## src/design/otl_pkg.sv

```systemverilog
// ============================================================================
// otl_pkg
// Constants and codes shared by the ordered timeout list files.
// ============================================================================
`timescale 1ns / 1ps

package otl_pkg;

    // Default sizes.
    localparam int DEF_ENTRY_COUNT = 64;
    localparam int DEF_TIME_WIDTH  = 32;

    // Request and result field widths.
    localparam int MODE_WIDTH     = 3;
    localparam int KIND_WIDTH     = 2;
    localparam int INTERVAL_WIDTH = 32;

    // Request modes.
    localparam logic [MODE_WIDTH-1:0] MODE_START   = 3'd0;
    localparam logic [MODE_WIDTH-1:0] MODE_STOP    = 3'd1;
    localparam logic [MODE_WIDTH-1:0] MODE_TICK    = 3'd2;
    localparam logic [MODE_WIDTH-1:0] MODE_RESTART = 3'd3;
    localparam logic [MODE_WIDTH-1:0] MODE_NEXT    = 3'd4;

    // Result kinds.
    localparam logic [KIND_WIDTH-1:0] KIND_EXPIRED = 2'd0;
    localparam logic [KIND_WIDTH-1:0] KIND_ITER    = 2'd1;
    localparam logic [KIND_WIDTH-1:0] KIND_DONE    = 2'd2;

    // Register port.
    localparam int APB_ADDR_WIDTH  = 3;
    localparam int APB_DATA_WIDTH  = 32;
    localparam int REG_INDEX_WIDTH = APB_ADDR_WIDTH - 2;
    localparam logic [REG_INDEX_WIDTH-1:0] REG_TIMEOUT_INTERVAL = 1'd0;

endpackage

```

## src/design/ordered_timeout_list_top.sv

```systemverilog
// ============================================================================
// ordered_timeout_list_top
// One timer group kept as a doubly linked list of entry ids in start order.
// ============================================================================
// After reset the block clears the membership bits of every link memory word
// and takes no request during that pass; register writes are taken at any
// time. Requests are then handled one at a time by a sequencer that reads,
// modifies and writes back a link memory (membership, next and previous id
// per entry) and a time stamp memory, both with registered read data. The
// work for a start or stop depends on how many neighbor entries need their
// links patched (one read and one write each, with the read of one neighbor
// overlapping the write of the other). A start or stop with the reserved
// id, and a request with an unknown mode, goes straight to its result. A
// tick removes expired entries from the head and stops at the end of the
// list or at an entry that has not expired. Every result waits in a single
// output register, so a stall on the result side holds the sequencer until
// that register is free. Entry id 0 means none; ids from 1 to ENTRY_COUNT-1
// are usable.
// ============================================================================
`timescale 1ns / 1ps

module ordered_timeout_list_top #(
    parameter int  ENTRY_COUNT = otl_pkg::DEF_ENTRY_COUNT,
    parameter int  TIME_WIDTH  = otl_pkg::DEF_TIME_WIDTH,
    localparam int ID_WIDTH    = $clog2(ENTRY_COUNT)
) (
    input  logic                                clk,
    input  logic                                rst_n,

    // Register port.
    input  logic                                psel,
    input  logic                                penable,
    input  logic                                pwrite,
    input  logic [otl_pkg::APB_ADDR_WIDTH-1:0]  paddr,
    input  logic [otl_pkg::APB_DATA_WIDTH-1:0]  pwdata,
    output logic [otl_pkg::APB_DATA_WIDTH-1:0]  prdata,
    output logic                                pready,

    // Request channel.
    input  logic                                in_valid,
    output logic                                in_stall,
    input  logic [otl_pkg::MODE_WIDTH-1:0]      mode,
    input  logic [ID_WIDTH-1:0]                 entry_id,
    input  logic [TIME_WIDTH-1:0]               now,

    // Result channel.
    output logic                                out_valid,
    input  logic                                out_stall,
    output logic [otl_pkg::KIND_WIDTH-1:0]      result_kind,
    output logic [ID_WIDTH-1:0]                 result_id,
    output logic                                last
);

    import otl_pkg::*;

    // The age compare is done at the wider of the time and interval widths.
    localparam int CMP_WIDTH = (TIME_WIDTH > INTERVAL_WIDTH) ? TIME_WIDTH : INTERVAL_WIDTH;
    localparam logic [ID_WIDTH:0] ENTRY_COUNT_EXT = (ID_WIDTH + 1)'(ENTRY_COUNT);
    localparam logic [ID_WIDTH-1:0] LAST_ENTRY = ID_WIDTH'(ENTRY_COUNT - 1);

    // Sequencer states.
    localparam logic [3:0] ST_CLEAR = 4'd0;   // clearing pass after reset
    localparam logic [3:0] ST_IDLE  = 4'd1;   // ready for a request
    localparam logic [3:0] ST_LOOK  = 4'd2;   // link word of the request id is back
    localparam logic [3:0] ST_FIXP  = 4'd3;   // patch next link of the predecessor
    localparam logic [3:0] ST_FIXN  = 4'd4;   // patch prev link of the successor
    localparam logic [3:0] ST_WRID  = 4'd5;   // write the entry itself
    localparam logic [3:0] ST_FIXT  = 4'd6;   // patch next link of the old tail
    localparam logic [3:0] ST_TLOOK = 4'd7;   // tick: head entry is back
    localparam logic [3:0] ST_ITER  = 4'd8;   // iterator entry is back
    localparam logic [3:0] ST_DONE  = 4'd9;   // give the final result

    // One word of the link memory.
    typedef struct packed {
        logic                in_list;
        logic [ID_WIDTH-1:0] next_id;
        logic [ID_WIDTH-1:0] prev_id;
    } link_t;

    localparam int LINK_WIDTH = $bits(link_t);

    // Control state.
    logic [3:0]                state_reg, state_next;
    logic [ID_WIDTH-1:0]       clr_cnt_reg, clr_cnt_next;
    logic [ID_WIDTH-1:0]       head_reg, head_next;
    logic [ID_WIDTH-1:0]       tail_reg, tail_next;
    logic [ID_WIDTH-1:0]       iter_reg, iter_next;
    logic [INTERVAL_WIDTH-1:0] interval_reg, interval_next;
    logic                      out_valid_reg, out_valid_next;

    // Working registers of the request in flight.
    logic [MODE_WIDTH-1:0]     mode_reg, mode_next;
    logic [ID_WIDTH-1:0]       id_reg, id_next;
    logic [TIME_WIDTH-1:0]     now_reg, now_next;
    logic [ID_WIDTH-1:0]       p_reg, p_next;
    logic [ID_WIDTH-1:0]       n_reg, n_next;
    logic                      was_in_reg, was_in_next;
    logic [ID_WIDTH-1:0]       fix_reg, fix_next;
    logic [KIND_WIDTH-1:0]     fin_kind_reg, fin_kind_next;
    logic [ID_WIDTH-1:0]       fin_id_reg, fin_id_next;

    // Output register payload.
    logic [KIND_WIDTH-1:0]     kind_reg, kind_next;
    logic [ID_WIDTH-1:0]       rid_reg, rid_next;
    logic                      last_reg, last_next;

    // Memory ports.
    logic                      l_we, l_re;
    logic [ID_WIDTH-1:0]       l_waddr, l_raddr;
    link_t                     l_wdata, l_rdata;
    logic                      s_we, s_re;
    logic [ID_WIDTH-1:0]       s_waddr, s_raddr;
    logic [TIME_WIDTH-1:0]     s_wdata, s_rdata;

    // Handshake and helpers.
    logic                      accept;
    logic                      out_free;
    logic                      id_ok;
    logic                      cfg_write;
    logic                      emit;
    logic [KIND_WIDTH-1:0]     emit_kind;
    logic [ID_WIDTH-1:0]       emit_id;
    logic                      emit_last;
    logic [TIME_WIDTH-1:0]     age;
    logic                      expired;

    // ------------------------------------------------------------------------
    // Memories: link words and start stamps, one entry per id.
    // ------------------------------------------------------------------------
    otl_ram #(
        .WIDTH (LINK_WIDTH),
        .DEPTH (ENTRY_COUNT)
    ) u_link_ram (
        .clk   (clk),
        .we    (l_we),
        .waddr (l_waddr),
        .wdata (l_wdata),
        .re    (l_re),
        .raddr (l_raddr),
        .rdata (l_rdata)
    );

    otl_ram #(
        .WIDTH (TIME_WIDTH),
        .DEPTH (ENTRY_COUNT)
    ) u_stamp_ram (
        .clk   (clk),
        .we    (s_we),
        .waddr (s_waddr),
        .wdata (s_wdata),
        .re    (s_re),
        .raddr (s_raddr),
        .rdata (s_rdata)
    );

    // ------------------------------------------------------------------------
    // Register port. Only the timeout interval exists; other addresses read
    // as zero and ignore writes.
    // ------------------------------------------------------------------------
    assign pready    = 1'b1;
    assign cfg_write = psel && penable && pwrite
                       && (paddr[APB_ADDR_WIDTH-1:2] == REG_TIMEOUT_INTERVAL);
    assign prdata    = (paddr[APB_ADDR_WIDTH-1:2] == REG_TIMEOUT_INTERVAL)
                       ? APB_DATA_WIDTH'(interval_reg) : '0;

    // ------------------------------------------------------------------------
    // Handshake. A request is taken only in the idle state; the output
    // register may still hold an earlier result at that time.
    // ------------------------------------------------------------------------
    assign in_stall = (state_reg != ST_IDLE);
    assign accept   = in_valid && !in_stall;
    assign out_free = !out_valid_reg || !out_stall;

    // Id 0 is reserved, and ids beyond the table are treated the same way.
    assign id_ok = (entry_id != '0) && ({1'b0, entry_id} < ENTRY_COUNT_EXT);

    // Wrapped age of the entry whose stamp is on the read port.
    assign age     = now_reg - s_rdata;
    assign expired = CMP_WIDTH'(age) >= CMP_WIDTH'(interval_reg);

    assign out_valid   = out_valid_reg;
    assign result_kind = kind_reg;
    assign result_id   = rid_reg;
    assign last        = last_reg;

    // ------------------------------------------------------------------------
    // Sequencer.
    // Every memory read is issued one state ahead of its use. A read never
    // targets the entry written in the same cycle, so no forwarding is
    // needed: a value written in one state is seen by any later read.
    // ------------------------------------------------------------------------
    always_comb
    begin
        state_next    = state_reg;
        clr_cnt_next  = clr_cnt_reg;
        head_next     = head_reg;
        tail_next     = tail_reg;
        iter_next     = iter_reg;
        interval_next = interval_reg;
        mode_next     = mode_reg;
        id_next       = id_reg;
        now_next      = now_reg;
        p_next        = p_reg;
        n_next        = n_reg;
        was_in_next   = was_in_reg;
        fix_next      = fix_reg;
        fin_kind_next = fin_kind_reg;
        fin_id_next   = fin_id_reg;

        l_we    = 1'b0;
        l_waddr = id_reg;
        l_wdata = '0;
        l_re    = 1'b0;
        l_raddr = id_reg;
        s_we    = 1'b0;
        s_waddr = id_reg;
        s_wdata = now_reg;
        s_re    = 1'b0;
        s_raddr = id_reg;

        emit      = 1'b0;
        emit_kind = fin_kind_reg;
        emit_id   = fin_id_reg;
        emit_last = 1'b1;

        if (cfg_write)
        begin
            interval_next = pwdata[INTERVAL_WIDTH-1:0];
        end

        case (state_reg)
            ST_CLEAR:
            begin
                // Zero one link word a cycle so that no entry is a member.
                l_we         = 1'b1;
                l_waddr      = clr_cnt_reg;
                l_wdata      = '0;
                clr_cnt_next = clr_cnt_reg + 1'b1;
                if (clr_cnt_reg == LAST_ENTRY)
                begin
                    state_next = ST_IDLE;
                end
            end

            ST_IDLE:
            begin
                if (accept)
                begin
                    mode_next     = mode;
                    id_next       = entry_id;
                    now_next      = now;
                    fin_kind_next = KIND_DONE;
                    fin_id_next   = '0;
                    state_next    = ST_DONE;
                    case (mode)
                        MODE_START, MODE_STOP:
                        begin
                            if (id_ok)
                            begin
                                l_re       = 1'b1;
                                l_raddr    = entry_id;
                                state_next = ST_LOOK;
                            end
                        end
                        MODE_TICK:
                        begin
                            // The walk always starts at the head.
                            if (head_reg != '0)
                            begin
                                l_re       = 1'b1;
                                l_raddr    = head_reg;
                                s_re       = 1'b1;
                                s_raddr    = head_reg;
                                id_next    = head_reg;
                                state_next = ST_TLOOK;
                            end
                        end
                        MODE_RESTART:
                        begin
                            iter_next     = head_reg;
                            fin_kind_next = KIND_ITER;
                            fin_id_next   = head_reg;
                        end
                        MODE_NEXT:
                        begin
                            fin_kind_next = KIND_ITER;
                            if (iter_reg != '0)
                            begin
                                l_re       = 1'b1;
                                l_raddr    = iter_reg;
                                state_next = ST_ITER;
                            end
                        end
                        default:
                        begin
                            // Unknown modes are only acknowledged.
                        end
                    endcase
                end
            end

            ST_LOOK:
            begin
                // A member is unlinked first; the list registers move now and
                // the neighbors are patched in the following states.
                p_next      = l_rdata.prev_id;
                n_next      = l_rdata.next_id;
                was_in_next = l_rdata.in_list;
                state_next  = ST_WRID;
                if (l_rdata.in_list)
                begin
                    if (head_reg == id_reg)
                    begin
                        head_next = l_rdata.next_id;
                    end
                    if (tail_reg == id_reg)
                    begin
                        tail_next = l_rdata.prev_id;
                    end
                    if (iter_reg == id_reg)
                    begin
                        iter_next = l_rdata.next_id;
                    end
                    if (l_rdata.prev_id != '0)
                    begin
                        l_re       = 1'b1;
                        l_raddr    = l_rdata.prev_id;
                        state_next = ST_FIXP;
                    end
                    else if (l_rdata.next_id != '0)
                    begin
                        l_re       = 1'b1;
                        l_raddr    = l_rdata.next_id;
                        state_next = ST_FIXN;
                    end
                end
            end

            ST_FIXP:
            begin
                l_we    = 1'b1;
                l_waddr = p_reg;
                l_wdata = '{in_list: l_rdata.in_list, next_id: n_reg, prev_id: l_rdata.prev_id};
                if (n_reg != '0)
                begin
                    l_re       = 1'b1;
                    l_raddr    = n_reg;
                    state_next = ST_FIXN;
                end
                else
                begin
                    state_next = ST_WRID;
                end
            end

            ST_FIXN:
            begin
                l_we       = 1'b1;
                l_waddr    = n_reg;
                l_wdata    = '{in_list: l_rdata.in_list, next_id: l_rdata.next_id, prev_id: p_reg};
                state_next = ST_WRID;
            end

            ST_WRID:
            begin
                state_next = ST_DONE;
                if (mode_reg == MODE_START)
                begin
                    // Append behind the tail left by the unlink step.
                    l_we    = 1'b1;
                    l_waddr = id_reg;
                    l_wdata = '{in_list: 1'b1, next_id: '0, prev_id: tail_reg};
                    s_we    = 1'b1;
                    s_waddr = id_reg;
                    s_wdata = now_reg;
                    if (tail_reg != '0)
                    begin
                        l_re       = 1'b1;
                        l_raddr    = tail_reg;
                        fix_next   = tail_reg;
                        state_next = ST_FIXT;
                    end
                    if (head_reg == '0)
                    begin
                        head_next = id_reg;
                    end
                    tail_next = id_reg;
                end
                else if (was_in_reg)
                begin
                    l_we    = 1'b1;
                    l_waddr = id_reg;
                    l_wdata = '{in_list: 1'b0, next_id: n_reg, prev_id: p_reg};
                end
            end

            ST_FIXT:
            begin
                l_we       = 1'b1;
                l_waddr    = fix_reg;
                l_wdata    = '{in_list: l_rdata.in_list, next_id: id_reg,
                               prev_id: l_rdata.prev_id};
                state_next = ST_DONE;
            end

            ST_TLOOK:
            begin
                // The entry under test is always the head, so its true
                // predecessor is none. Its stored prev link may still name an
                // entry removed earlier in this walk; it is rewritten as zero
                // when the walk stops here.
                if (expired)
                begin
                    if (out_free)
                    begin
                        emit      = 1'b1;
                        emit_kind = KIND_EXPIRED;
                        emit_id   = id_reg;
                        emit_last = 1'b0;
                        l_we      = 1'b1;
                        l_waddr   = id_reg;
                        l_wdata   = '{in_list: 1'b0, next_id: l_rdata.next_id, prev_id: '0};
                        head_next = l_rdata.next_id;
                        if (tail_reg == id_reg)
                        begin
                            tail_next = '0;
                        end
                        if (iter_reg == id_reg)
                        begin
                            iter_next = l_rdata.next_id;
                        end
                        if (l_rdata.next_id != '0)
                        begin
                            l_re    = 1'b1;
                            l_raddr = l_rdata.next_id;
                            s_re    = 1'b1;
                            s_raddr = l_rdata.next_id;
                            id_next = l_rdata.next_id;
                        end
                        else
                        begin
                            state_next = ST_DONE;
                        end
                    end
                end
                else
                begin
                    l_we       = 1'b1;
                    l_waddr    = id_reg;
                    l_wdata    = '{in_list: l_rdata.in_list, next_id: l_rdata.next_id,
                                   prev_id: '0};
                    state_next = ST_DONE;
                end
            end

            ST_ITER:
            begin
                iter_next   = l_rdata.next_id;
                fin_id_next = l_rdata.next_id;
                state_next  = ST_DONE;
            end

            ST_DONE:
            begin
                if (out_free)
                begin
                    emit       = 1'b1;
                    state_next = ST_IDLE;
                end
            end

            default:
            begin
                state_next = ST_IDLE;
            end
        endcase
    end

    // ------------------------------------------------------------------------
    // Output register: loaded on emit, emptied when the result is taken.
    // ------------------------------------------------------------------------
    always_comb
    begin
        out_valid_next = out_valid_reg && out_stall;
        kind_next      = kind_reg;
        rid_next       = rid_reg;
        last_next      = last_reg;
        if (emit)
        begin
            out_valid_next = 1'b1;
            kind_next      = emit_kind;
            rid_next       = emit_id;
            last_next      = emit_last;
        end
    end

    always_ff @(posedge clk or negedge rst_n)
    begin
        if (!rst_n)
        begin
            state_reg     <= ST_CLEAR;
            clr_cnt_reg   <= '0;
            head_reg      <= '0;
            tail_reg      <= '0;
            iter_reg      <= '0;
            interval_reg  <= '0;
            out_valid_reg <= 1'b0;
        end
        else
        begin
            state_reg     <= state_next;
            clr_cnt_reg   <= clr_cnt_next;
            head_reg      <= head_next;
            tail_reg      <= tail_next;
            iter_reg      <= iter_next;
            interval_reg  <= interval_next;
            out_valid_reg <= out_valid_next;
        end
    end

    always_ff @(posedge clk)
    begin
        mode_reg     <= mode_next;
        id_reg       <= id_next;
        now_reg      <= now_next;
        p_reg        <= p_next;
        n_reg        <= n_next;
        was_in_reg   <= was_in_next;
        fix_reg      <= fix_next;
        fin_kind_reg <= fin_kind_next;
        fin_id_reg   <= fin_id_next;
        kind_reg     <= kind_next;
        rid_reg      <= rid_next;
        last_reg     <= last_next;
    end

endmodule

```

## src/design/otl_ram.sv

```systemverilog
// ============================================================================
// otl_ram
// Generic simple dual-port RAM: one write port, one read port with
// registered read data that holds while no read is issued.
// ============================================================================
`timescale 1ns / 1ps

module otl_ram #(
    parameter int  WIDTH = 8,
    parameter int  DEPTH = 64,
    localparam int AW    = (DEPTH > 1) ? $clog2(DEPTH) : 1
) (
    input  logic             clk,
    input  logic             we,
    input  logic [AW-1:0]    waddr,
    input  logic [WIDTH-1:0] wdata,
    input  logic             re,
    input  logic [AW-1:0]    raddr,
    output logic [WIDTH-1:0] rdata
);

    logic [WIDTH-1:0] mem [DEPTH];

    always_ff @(posedge clk)
    begin
        if (we)
        begin
            mem[waddr] <= wdata;
        end
        if (re)
        begin
            rdata <= mem[raddr];
        end
    end

endmodule

```

## config.mk

```make
export PLATFORM = sky130hd
export DESIGN_NAME = ordered_timeout_list_top
export DESIGN_NICKNAME = d
export VERILOG_FILES = /design/src/design/otl_pkg.sv /design/src/design/ordered_timeout_list_top.sv /design/src/design/otl_ram.sv
export SDC_FILE = /design/constraint.sdc
export NUM_CORES = 2
export LEC_CHECK = 0
export BUFFER_PORTS_ARGS = -buffer_cell sky130_fd_sc_hd__buf_2
export CORE_MARGIN = 5
export CORE_UTILIZATION = 60
export CTS_CLUSTER_DIAMETER = 200
export DETAILED_ROUTE_END_ITERATION = 16
export GPL_TIMING_DRIVEN = 0
export MAX_ROUTING_LAYER = met4
export PLACE_DENSITY_LB_ADDON = 0.1
export SKIP_CTS_REPAIR_TIMING = 1
export SKIP_LAST_GASP = 1
export SLEW_MARGIN = 20
export SYNTH_ARGS = -nofsm -noshare
export SYNTH_HDL_FRONTEND = slang
export SYNTH_HIERARCHICAL = 1
export SYNTH_SLANG_ARGS = --single-unit
```

## constraint.sdc

```tcl
create_clock -name clk -period 23.5 [get_ports clk]
set_clock_uncertainty 0.15 [all_clocks]
set_input_delay 2.35 -clock clk [delete_from_list [all_inputs] [get_ports clk]]
set_output_delay 2.35 -clock clk [all_outputs]
set_load 0.01 [all_outputs]
```

==> flow_summary_export.csv <==
group,metric,value,unit
setup_path,crit_path_start_kind,"flip-flop",
placement,gp_congestion,0.959,
grt,grt_max_degree,65,
grt,met3_usage,10.1,%
yosys,synth.yosys.warnings,6,
timing,rsz0062_at_grt,"false",
timing,slew_violations,0,
yosys,synthArstFlopShare,1.99,%
worst_hold_path,whs_path_depth,0,
setup_path,critPathSlowestCell,"clkbuf_1",
timing,setup_viol,0,
power,power_per_cell_area,76.5,nW/um^2
grt,grtUsageTotal,35.2,%
floorplan,io-pin-count,127,
route,drtIter0Drc,10482,
floorplan,core_area,202000,um^2
final_layout,synthToLayoutAreaGrowth,15.5,%
floorplan,dieHeight,460,um
yosys,synth-seq-cells,3063,
route,wire_per_inst,38.0,um
yosys,synth_ff_type,"edfxtp_1",
setup_path,critPathKind,"flip-flop to flip-flop",
final_layout,nFillCells,12152,
final_layout,regMostFlops,"u_stamp_ram/mem",
setup_path,cp_common_cell,"buf_2",
timing,hold_viol,0,
cts,cts_tree,"yes",
floorplan,start_util,60.2,%
final_layout,final_net_count,6655,
setup_path,cp_max_fo,29,
worst_hold_path,hold_path_class,"flip-flop to flip-flop",
floorplan,rows,165,
grt,met1_usage,49.6,%
power,p_leak,43.7,nW
yosys,synth_cell_types,88,
cts,cts_sinks,3063,
timing,period_needed,10.62,ns
cts,numCtsBuffers,320,
route,routed_via_density,7.02,
grt,grt-ovfl-total,0,
placement,dp_hpwl,243,mm
yosys,post_synth_instance_area,121000,um^2
cts,path_clk_slew,0.06,ns
yosys,synth_edf_count,3002,
cts,cts_root_buf,"clkbuf_16",
route,ant_nets,0,
yosys,syn-instance-count,5833,
grt,busiest_layer,"met1",
timing,fmax,94.2,MHz
cts,cts_buffer_depth,4,
yosys,yosysSeqAreaShare,75.5,%
route,drc,0,
setup_path,max_stage_delay,0.84,ns
power,ir_drop,85.5,uV
route,firstDrtPassIters,7,
timing,finalCritPeriodShare,45.2,%
yosys,syn_avg_cell_area,20.8,um^2
setup_path,rr_worst_depth,30,
flow_run,maxCapViolCount,0,
setup_path,worstPathRequired,23.95,ns
final_layout,largest_register_ffs,2048,
route,via_count,66135,
grt,met2_usage,49.6,%
final_layout,drive_above_1_share,29.2,%
yosys,synthesis.nets,5981,
timing,tightest_slew,1.26,ns
outcome,status,"completed",
grt,grt_pass1_wl,498,mm
route,routed_wl,358,mm
final_layout,largestRegisters,"u_stamp_ram/mem x2048, u_link_ram/mem x832",
timing,maxSlewHeadroom,16.2,%
grt,first_global_vias,64396,
setup_path,cp-end-kind,"flip-flop",
cts,insertion_delay,0.96,ns
final_layout,utilization,69.5,%
floorplan,dieArea,211000,um^2
placement,port-buffer-count,123,
timing,setup-tns-final,0,ns
floorplan,die_x,460,um
cts,htree_levels,5,
grt,antenna_found_initial,22,
setup_path,arrival,11.07,ns
==> synth_stat cells (all sizes together), types with 15 or more instances <==
| master | number | area, um^2 |
|---|---|---|
| edfxtp | 3002 | 90100 |
| mux4 | 752 | 16900 |
| nor2 | 333 | 1250 |
| buf | 168 | 1020 |
| clkbuf | 150 | 563 |
| a21oi | 135 | 694 |
| nand2 | 121 | 457 |
| mux2i | 119 | 1190 |
| o22ai | 117 | 732 |
| inv | 99 | 372 |
| mux2 | 90 | 1040 |
| ha | 64 | 801 |
| dfrtp | 61 | 1530 |
| o21ai | 59 | 295 |
| nor2b | 42 | 263 |
| o221ai | 41 | 359 |
| xnor2 | 35 | 307 |
| nand3 | 33 | 165 |
| a211oi | 31 | 248 |
| nor3 | 27 | 160 |
| a31oi | 22 | 138 |
| a21o | 20 | 150 |
| nand2b | 20 | 125 |
| a222oi | 18 | 180 |
| a22oi | 18 | 135 |
| and3 | 17 | 106 |
| nand4 | 17 | 106 |
| o31ai | 17 | 138 |
| xor2 | 15 | 131 |
==> report_power, final <==
group / internal [mW] / switching, mW
registers: 5.92 / 0.00594
logic: 0.0405 / 0.0588
clock network: 2.70 / 2.01
total: 8.65 / 2.07
==> cell type report <==
class / count / area [um^2] / area share [%]
multi-input combinational: 2353 / 28500 / 20.3
clock buffer: 409 / 8510 / 6.07
antenna: 23 / 57.6 / 0.0410
buffer: 318 / 1610 / 1.15
tap: 2672 / 3340 / 2.38
timing repair buffer: 352 / 5230 / 3.73
sequential: 3063 / 91700 / 65.4
inverter: 99 / 384 / 0.274
clock inverter: 131 / 995 / 0.709
==> layer usage <==
layer / routed length (um) / vias up
li1: - / 25734
met1: 132000 / 34666
met2: 159000 / 4898
met3: 49900 / 837
met4: 18000 / 0
met5: 0 / -
==> placed cells by master, fill, tap and decap left out, types with 78 or more instances in the layout <==
master,instances
clkbuf_1,211
mux2_2,83
buf_2,214
clkbuf_16,327
edfxtp_1,3002
nand2_1,120
mux4_2,752
inv_1,85
mux2i_1,119
a21oi_1,131
nor2_1,205
o22ai_1,112
buf_16,78
==> through the flow <==
step	hold slack, ns	setup slack (ns)	power [mW]	cells	instance area [um^2]
after detailed placement	0.290	13.10	6.14	8855	131000
after CTS	0.299	12.97	10.8	9395	140000
final	0.291	12.88	10.7	9420	140000
after floorplan	0.274	14.69	6.09	5833	121000
after global routing	0.308	12.57	11.0	9413	140000
after global placement	0.286	8.55	6.13	8628	125000
==> path summary, 6_finish.rpt <==
path	startpoint	to	slack, ns
max in group asynchronous	rst_n	interval_reg[30]	21.48
setup reg to reg	now_reg[0]	u_stamp_ram/rdata[28]	12.88
min in group asynchronous	rst_n	state_reg[0]	1.14
setup / recovery	now_reg[0]	u_stamp_ram/rdata[28]	12.88
hold / removal	u_link_ram/rdata[8]	n_reg[2]	0.29
hold reg to reg	u_link_ram/rdata[8]	n_reg[2]	0.29
==> worst max-delay path, delay by kind of cell, from the launching register on <==
| kind | cells | cell delay, ns |
|---|---|---|
| buf+inv | 8 | 2.98 |
| compound gates | 11 | 2.96 |
| simple gates | 6 | 2.04 |
| fa+ha+maj | 3 | 0.94 |
| flops | 1 | 0.53 |
| mux | 1 | 0.37 |
| xor+xnor | 1 | 0.21 |
==> cell families (layout without fill, tap and decap cells) <==
| group | Yosys count | after routing | synth area share (%) |
|---|---|---|---|
| flip-flops | 3063 | 3063 | 75.5 |
| multiplexers | 961 | 961 | 15.8 |
| AND/OR/NAND/NOR | 684 | 684 | 2.64 |
| AO/OA/AOI/OAI | 592 | 592 | 3.40 |
| buffers and inverters | 417 | 1309 | 1.61 |
| adder cells (fa/ha/maj) | 65 | 65 | 0.676 |
| XOR/XNOR | 50 | 50 | 0.361 |
| other | 1 | 24 | 0.00309 |
No activity file was read; power rests on OpenSTA's default activity.
